## config.mk

```make
export PLATFORM = sky130hd
export DESIGN_NAME = sync_framed_packet_receiver
export DESIGN_NICKNAME = d
export VERILOG_FILES = /design/src/sv/sfpr_pkg.sv /design/src/sv/sync_framed_packet_receiver.sv
export VERILOG_INCLUDE_DIRS = /design/src /design/src/sv
export SDC_FILE = /design/constraint.sdc
export NUM_CORES = 1
export LEC_CHECK = 0
export BUFFER_PORTS_ARGS = -buffer_cell sky130_fd_sc_hd__buf_4
export CAP_MARGIN = 20
export CORE_UTILIZATION = 59
export DETAILED_ROUTE_END_ITERATION = 7
export PLACE_DENSITY = 0.86
export SYNTH_ARGS = -nofsm -noshare
export SYNTH_HDL_FRONTEND = slang
export SYNTH_SLANG_ARGS = --single-unit
```

## constraint.sdc

```tcl
create_clock -name aclk -period 3.35 [get_ports aclk]
set_clock_uncertainty 0.1 [all_clocks]
set_input_delay 0.5025 -clock aclk [delete_from_list [all_inputs] [get_ports aclk]]
set_output_delay 0.5025 -clock aclk [all_outputs]
set_load 0.02 [all_outputs]
```

## src/sv/sync_framed_packet_receiver_assert.svh

```systemverilog
// Assertion macros shared by the frame receiver RTL.
// No dependencies; included by files that carry concurrent checks.
`ifndef SYNC_FRAMED_PACKET_RECEIVER_ASSERT_SVH
`define SYNC_FRAMED_PACKET_RECEIVER_ASSERT_SVH

// Consequent must hold in the same cycle as the antecedent.
`define SFPR_ASSERT_SAME(label, clk, rstn, ante, cons) \
    label: assert property (@(posedge clk) disable iff (!rstn) (ante) |-> (cons)) \
        else $error("frame receiver check failed");

// Consequent must hold in the cycle after the antecedent.
`define SFPR_ASSERT_NEXT(label, clk, rstn, ante, cons) \
    label: assert property (@(posedge clk) disable iff (!rstn) (ante) |=> (cons)) \
        else $error("frame receiver check failed");

`endif

```

## src/sv/sfpr_pkg.sv

```systemverilog
// Package for the framed packet receiver: phase type, result kind codes,
// configuration indexes, reset values and the byte-wide CRC-32 update.
// No dependencies.
package sfpr_pkg;

    localparam int BYTE_W      = 8;
    localparam int CRC_W       = 32;
    localparam int KIND_W      = 2;
    localparam int CFG_INDEX_W = 2;

    localparam logic [CRC_W-1:0]  CRC_SEED = 32'hFFFF_FFFF;
    localparam logic [CRC_W-1:0]  CRC_POLY = 32'hEDB8_8320;
    localparam logic [BYTE_W-1:0] SYNC_FIRST_RESET  = 8'hAA;
    localparam logic [BYTE_W-1:0] SYNC_SECOND_RESET = 8'h55;

    localparam logic [CFG_INDEX_W-1:0] CFG_SYNC_FIRST  = 2'd0;
    localparam logic [CFG_INDEX_W-1:0] CFG_SYNC_SECOND = 2'd1;

    localparam logic [KIND_W-1:0] KIND_PAYLOAD = 2'd0;
    localparam logic [KIND_W-1:0] KIND_GOOD    = 2'd1;
    localparam logic [KIND_W-1:0] KIND_BAD     = 2'd2;

    typedef enum logic [2:0] {
        PH_SYNC0 = 3'd0,
        PH_SYNC1 = 3'd1,
        PH_ID    = 3'd2,
        PH_LEN   = 3'd3,
        PH_DATA  = 3'd4,
        PH_CRC   = 3'd5
    } phase_t;

    // Reflected CRC-32 over one byte, eight shift steps.
    function automatic logic [CRC_W-1:0] crc32_byte(input logic [CRC_W-1:0] crc_in,
                                                   input logic [BYTE_W-1:0] data);
        logic [CRC_W-1:0] crc;
        crc = crc_in ^ {{(CRC_W-BYTE_W){1'b0}}, data};
        for (int i = 0; i < BYTE_W; i++) begin
            if (crc[0]) begin
                crc = (crc >> 1) ^ CRC_POLY;
            end else begin
                crc = crc >> 1;
            end
        end
        return crc;
    endfunction

endpackage

```

## src/sv/sync_framed_packet_receiver.sv

```systemverilog
// Framed packet receiver: sync hunt, id, length, payload and CRC-32 check.
// Depends on sfpr_pkg and sync_framed_packet_receiver_assert.svh.
//
//   channel   direction  ports                         handshake
//   s_        in         s_rx_byte                     s_valid / s_ready
//   m_        out        m_kind .. m_crc_seen          m_valid / m_ready
//   cfg_      in         cfg_index, cfg_wdata          cfg_we, no wait
//
// Every byte is handled in the cycle it is accepted; one per cycle unless stalled.
// A payload byte or verdict lands in the output register in the cycle after acceptance.
// The output register is the only stall point: input is taken while it is empty
// or being drained in the same cycle.
// Reset (aresetn low, synchronous) returns to the sync hunt and restores sync bytes.
`include "sync_framed_packet_receiver_assert.svh"

module sync_framed_packet_receiver
    import sfpr_pkg::*;
(
    input  logic                   aclk,
    input  logic                   aresetn,
    input  logic                   s_valid,
    output logic                   s_ready,
    input  logic [BYTE_W-1:0]      s_rx_byte,
    output logic                   m_valid,
    input  logic                   m_ready,
    output logic [KIND_W-1:0]      m_kind,
    output logic [BYTE_W-1:0]      m_msg_id,
    output logic [BYTE_W-1:0]      m_frame_length,
    output logic [BYTE_W-1:0]      m_byte_index,
    output logic [BYTE_W-1:0]      m_data_byte,
    output logic [CRC_W-1:0]       m_crc_seen,
    input  logic                   cfg_we,
    input  logic [CFG_INDEX_W-1:0] cfg_index,
    input  logic [BYTE_W-1:0]      cfg_wdata
);

    logic [BYTE_W-1:0] sync_first_reg, sync_second_reg;

    phase_t            phase_reg, phase_next;
    logic [BYTE_W-1:0] frame_id_reg, frame_id_next;
    logic [BYTE_W-1:0] decl_len_reg, decl_len_next;
    logic [BYTE_W-1:0] pay_cnt_reg, pay_cnt_next;
    logic [2:0]        crc_cnt_reg, crc_cnt_next;
    logic [CRC_W-1:0]  run_crc_reg, run_crc_next;
    logic [CRC_W-1:0]  rx_crc_reg, rx_crc_next;

    logic              out_valid_reg;
    logic [KIND_W-1:0] out_kind_reg, out_kind_next;
    logic [BYTE_W-1:0] out_id_reg, out_len_reg, out_idx_reg, out_idx_next;
    logic [BYTE_W-1:0] out_data_reg, out_data_next;
    logic [CRC_W-1:0]  out_crc_reg, out_crc_next;

    logic             accept;
    logic             emit;
    logic [CRC_W-1:0] crc_upd;

    assign s_ready = !out_valid_reg || m_ready;
    assign accept  = s_valid && s_ready;
    assign crc_upd = crc32_byte((phase_reg == PH_ID) ? CRC_SEED : run_crc_reg, s_rx_byte);

    always_comb begin
        phase_next    = phase_reg;
        frame_id_next = frame_id_reg;
        decl_len_next = decl_len_reg;
        pay_cnt_next  = pay_cnt_reg;
        crc_cnt_next  = crc_cnt_reg;
        run_crc_next  = run_crc_reg;
        rx_crc_next   = rx_crc_reg;
        emit          = 1'b0;
        out_kind_next = KIND_PAYLOAD;
        out_idx_next  = '0;
        out_data_next = '0;
        out_crc_next  = '0;
        case (phase_reg)
            PH_SYNC1: begin
                // A match on the second sync byte wins when both sync values are equal.
                if (s_rx_byte == sync_second_reg) begin
                    phase_next = PH_ID;
                end else if (s_rx_byte != sync_first_reg) begin
                    phase_next = PH_SYNC0;
                end
            end
            PH_ID: begin
                frame_id_next = s_rx_byte;
                run_crc_next  = crc_upd;
                phase_next    = PH_LEN;
            end
            PH_LEN: begin
                decl_len_next = s_rx_byte;
                pay_cnt_next  = '0;
                crc_cnt_next  = '0;
                rx_crc_next   = '0;
                run_crc_next  = crc_upd;
                phase_next    = (s_rx_byte == '0) ? PH_CRC : PH_DATA;
            end
            PH_DATA: begin
                emit          = 1'b1;
                out_idx_next  = pay_cnt_reg;
                out_data_next = s_rx_byte;
                run_crc_next  = crc_upd;
                pay_cnt_next  = pay_cnt_reg + 8'd1;
                if (pay_cnt_next >= decl_len_reg) begin
                    phase_next = PH_CRC;
                end
            end
            PH_CRC: begin
                // CRC bytes arrive least significant first.
                rx_crc_next  = rx_crc_reg
                             | ({24'd0, s_rx_byte} << {crc_cnt_reg[1:0], 3'b000});
                crc_cnt_next = crc_cnt_reg + 3'd1;
                if (crc_cnt_next >= 3'd4) begin
                    emit          = 1'b1;
                    out_kind_next = (rx_crc_next == run_crc_reg) ? KIND_GOOD : KIND_BAD;
                    out_crc_next  = run_crc_reg;
                    phase_next    = PH_SYNC0;
                end
            end
            default: begin
                phase_next = (s_rx_byte == sync_first_reg) ? PH_SYNC1 : PH_SYNC0;
            end
        endcase
    end

    always_ff @(posedge aclk) begin
        if (!aresetn) begin
            sync_first_reg  <= SYNC_FIRST_RESET;
            sync_second_reg <= SYNC_SECOND_RESET;
        end else if (cfg_we) begin
            case (cfg_index)
                CFG_SYNC_FIRST:  sync_first_reg  <= cfg_wdata;
                CFG_SYNC_SECOND: sync_second_reg <= cfg_wdata;
                default: ;
            endcase
        end
    end

    always_ff @(posedge aclk) begin
        if (!aresetn) begin
            phase_reg    <= PH_SYNC0;
            frame_id_reg <= '0;
            decl_len_reg <= '0;
            pay_cnt_reg  <= '0;
            crc_cnt_reg  <= '0;
            run_crc_reg  <= CRC_SEED;
            rx_crc_reg   <= '0;
        end else if (accept) begin
            phase_reg    <= phase_next;
            frame_id_reg <= frame_id_next;
            decl_len_reg <= decl_len_next;
            pay_cnt_reg  <= pay_cnt_next;
            crc_cnt_reg  <= crc_cnt_next;
            run_crc_reg  <= run_crc_next;
            rx_crc_reg   <= rx_crc_next;
        end
    end

    always_ff @(posedge aclk) begin
        if (!aresetn) begin
            out_valid_reg <= 1'b0;
        end else if (accept && emit) begin
            out_valid_reg <= 1'b1;
        end else if (m_ready) begin
            out_valid_reg <= 1'b0;
        end
    end

    always_ff @(posedge aclk) begin
        if (accept && emit) begin
            out_kind_reg <= out_kind_next;
            out_id_reg   <= frame_id_reg;
            out_len_reg  <= decl_len_reg;
            out_idx_reg  <= out_idx_next;
            out_data_reg <= out_data_next;
            out_crc_reg  <= out_crc_next;
        end
    end

    assign m_valid        = out_valid_reg;
    assign m_kind         = out_kind_reg;
    assign m_msg_id       = out_id_reg;
    assign m_frame_length = out_len_reg;
    assign m_byte_index   = out_idx_reg;
    assign m_data_byte    = out_data_reg;
    assign m_crc_seen     = out_crc_reg;

    `SFPR_ASSERT_NEXT(a_emit_loads_output, aclk, aresetn, accept && emit, m_valid)
    `SFPR_ASSERT_SAME(a_crc_count_range, aclk, aresetn, phase_reg == PH_CRC,
                      crc_cnt_reg <= 3'd3)
    `SFPR_ASSERT_SAME(a_verdict_fields, aclk, aresetn,
                      m_valid && (m_kind != KIND_PAYLOAD),
                      (m_byte_index == '0) && (m_data_byte == '0))
    `SFPR_ASSERT_SAME(a_payload_in_range, aclk, aresetn,
                      m_valid && (m_kind == KIND_PAYLOAD),
                      (m_byte_index < m_frame_length) && (m_crc_seen == '0))

endmodule

```

==> impl_metrics.yaml <==
sta:
  final_critical_path_setup_slack_ps: 467
  setup_violations: 0
  max_slew.worst_pin.slew_ps: 993
  finalCriticalPeriod_ps: 2880
  final_hold_viol_count: 0
  rsz0062_at_grt: "false"
  timing.final.max_slew_violations: 0
  max_slew_margin_pct: 33.8
  setup-tns-final_ps: 0
  fmaxAchievable_mhz: 347
  post-route-period-util_pct: 86.1
setup_path:
  cells_along_the_critical_path: "ha_1 -> and3_1 -> nand3_1 -> xnor2_1 -> ha_1 -> a21o_1 -> a2111oi_0 -> o31ai_1 -> and4b_1 -> o21a_1"
  cp_data_arrival_time_ps: 3110
  cpPeakStageDelay_ps: 430
  most_numerous_cell_on_the_critical_path: "ha_1"
  critPathBufInv: 0
  max_fo_critical_path: 5
  critPathCaptureType: "register"
  timing_worst_setup_path_type: "register to register"
  top_cell_family_by_delay_on_the_critical_path: "compound AO/OA/AOI/OAI gates"
  timing.critical_path.slowest_stage_cell: "dfxtp_1"
  data_required_time_of_the_worst_path_ps: 3580
  setup.worst_path.start_class: "register"
die:
  effective_utilization_at_floorplan_pct: 60.7
  coreArea_sq_um: 14600
  rows: 44
  dieWidth_microns: 124
  ios: 91
  design.die.area_sq_um: 15500
  die_height_microns: 124
synth:
  most_common_cell_in_the_netlist: "dfxtp_1"
  synth.ff_latch_count: 177
  netlist.top_cell.by_area: "dfxtp_1"
  yosysTopAreaCellShare_pct: 25.1
  asyncSetResetFlopFracSynth_pct: 0
  post_synthesis_mux_area_share_pct: 3.05
  synth.yosys.warnings: 0
  yosys.area_share.xor_xnor_pct: 15.9
  netlist_instances: 863
  syn-num-nets: 897
  synth_compound_area_share_pct: 11.8
  synthAdderAreaFrac_pct: 1.56
  synth_enable_flop_cells: 66
  primary_ff_master_synth: "dfxtp_1"
  synthSimpleGateAreaFrac_pct: 16.5
  synthTopCellsByArea: "dfxtp_1 25%, edfxtp_1 22%, xnor2_1 7.0%, xor2_1 6.1%, nor2b_1 4.4%"
  synth_area_per_cell_sq_um: 10.3
  synth.cell_area_sq_um: 8850
  top_cell_types_by_occurrence_after_synthesis: "111 x dfxtp_1, 71 x xnor2_1, 66 x edfxtp_1, 65 x nand2_1"
  synth.lib_cells_used.distinct: 50
  synth_top_family_by_area: "simple AND/OR/NAND/NOR gates"
  synth.yosys.seq_area_share_pct: 47.5
power:
  power_density_nw_per_um2: 456
  ir_worst_vdd_v: 0.000334
  leakage_nw: 3.90
  total_power_mw: 4.68
placed_design:
  port-buffer-count: 90
  final_replace_weighted_congestion: 0.856
  detail_placement_hpwl_microns: 13700
  placement.setup.worst_slack_ps: 480
detailed_routing:
  drt_pre_antenna_iters: 5
  route.detailed.drc: 0
  ant_nets: 0
  routed_wirelength_microns: 20700
  total_number_of_vias: 6604
  avgRoutedWirePerCell_microns: 18.5
  initialDrtViolationCount: 725
  routed_via_density: 5.91
cts:
  clock_root_buffer: "clkbuf_16"
  cts.reportedPaths.clkPinSlew_ps: 70
  postCtsResizedCells: 0
  worst_skew_pair.late_latency_ps: 440
  clk_path_buf_depth: 2
  tritoncts_num_sinks: 177
  number_of_buffers_added_to_fix_hold_violations_after_cts: 0
  clock_tree_from_tritoncts: "done"
  cts_made_buffers: 17
  post_cts.repair.setup_buffers: 0
  cts_htree_levels: 4
grt:
  use_met3_pct: 4.81
  first_global_vias: 6145
  grt_max_degree: 112
  grt_antenna_before_repair: 0
  grt_util_met1_pct: 36.8
  busiest_layer: "met2"
  grt_pass1_wl_microns: 32800
  grt_util_all_layers_pct: 27.1
  grt_overflow: 0
  gr-usage-met2_pct: 42.5
status:
  outcome: "completed"
flow_run:
  max_cap_violations: 0
layout:
  antenna_cells_inserted: 0
  post_route_cells_drive_above_1_share_pct: 16.1
  synthToLayoutAreaGrowth_pct: 16.0
  nets: 954
min_path:
  holdCritPathClass: "input port to register"
[per-stage QoR]
step | utilization (%) | instances | hold WS (ps) | cell area, sq um
finish | 70.4 | 1117 | 185 | 10300
global route | 70.4 | 1117 | 185 | 10300
CTS | 70.4 | 1117 | 177 | 10300
detailed placement | 65.9 | 1085 | 315 | 9610
global placement | 65.9 | 1085 | 314 | 9610
floorplan | - | 863 | 308 | 8850
[worst register-to-register path: cells and delay by family, from the launching register on]
| kind | cells | cell delay (ps) |
|---|---|---|
| AND/OR/NAND/NOR | 3 | 570 |
| adder cells (fa/ha/maj) | 2 | 520 |
| flip-flops | 1 | 430 |
| XOR/XNOR | 1 | 220 |
| AO/OA/AOI/OAI | 4 | 950 |
[cell type report]
class	count	area, sq um
Multi-Input combinational cell	609	4340
Timing Repair Buffer	105	801
Clock inverter	7	77.6
Tap cell	184	230
Inverter	10	37.5
Sequential cell	177	4200
Clock buffer	25	573
Fill cell	1047	4320
[layer usage]
metal / wire length (microns) / up-vias
met2: 9700 / 280
met5: 0 / -
met3: 1450 / 49
met1: 9060 / 3187
met4: 484 / 0
li1: - / 3088
[report_power, final]
part           total [mW]  leakage [nW]  internal [mW]  switching (mW)
Sequential           2.22          1.40           2.22         0.00472
Clock                2.12         0.319           1.28           0.843
Combinational       0.336          2.17          0.161           0.175
Total                4.68          3.90           3.66            1.02
[path summary, 6_finish.rpt]
kind                                                         to  slack, ps                          from  cells after the start
worst max-delay path                  phase_reg[1]$_SDFFE_PN0P_        470   pay_cnt_reg[0]$_SDFFE_PN0P_                     10
worst max register to register        phase_reg[1]$_SDFFE_PN0P_        470   pay_cnt_reg[0]$_SDFFE_PN0P_                     10
worst min-delay path            sync_second_reg[6]$_SDFFE_PN1P_        180                  cfg_wdata[6]                      3
worst min register to register            m_msg_id[7]$_DFFE_PP_        330  frame_id_reg[7]$_SDFFE_PN0P_                      0
[layout by cell type (no fill, tap or decap), types with 3 or more instances in the layout]
cell type    n
o211ai_1    25
nor2b_1     62
mux2i_1     27
edfxtp_1    66
a21oi_1     31
nand4_1     12
a22oi_1     37
xor2_1      62
and2_1      51
inv_1       10
nor3b_1      3
a211oi_1     3
a31oi_1      9
nor2_1      46
and3_1       6
o21ai_0     12
xnor2_1     71
a21o_1       4
dfxtp_1    111
nor2_2       4
xnor3_1      7
nand3_1      6
o21a_1       5
nand2_1     65
buf_4      104
nor4_1       8
clkbuf_16   22
a21boi_0    14
ha_1        11
[logic make-up after synthesis]
logic type,Yosys count
AND/OR/NAND/NOR,275
XOR/XNOR,144
AO/OA/AOI/OAI,152
multiplexers,27
buffers and inverters,77
flip-flops,177
adder cells (fa/ha/maj),11
(Power assumes the default switching activity.)
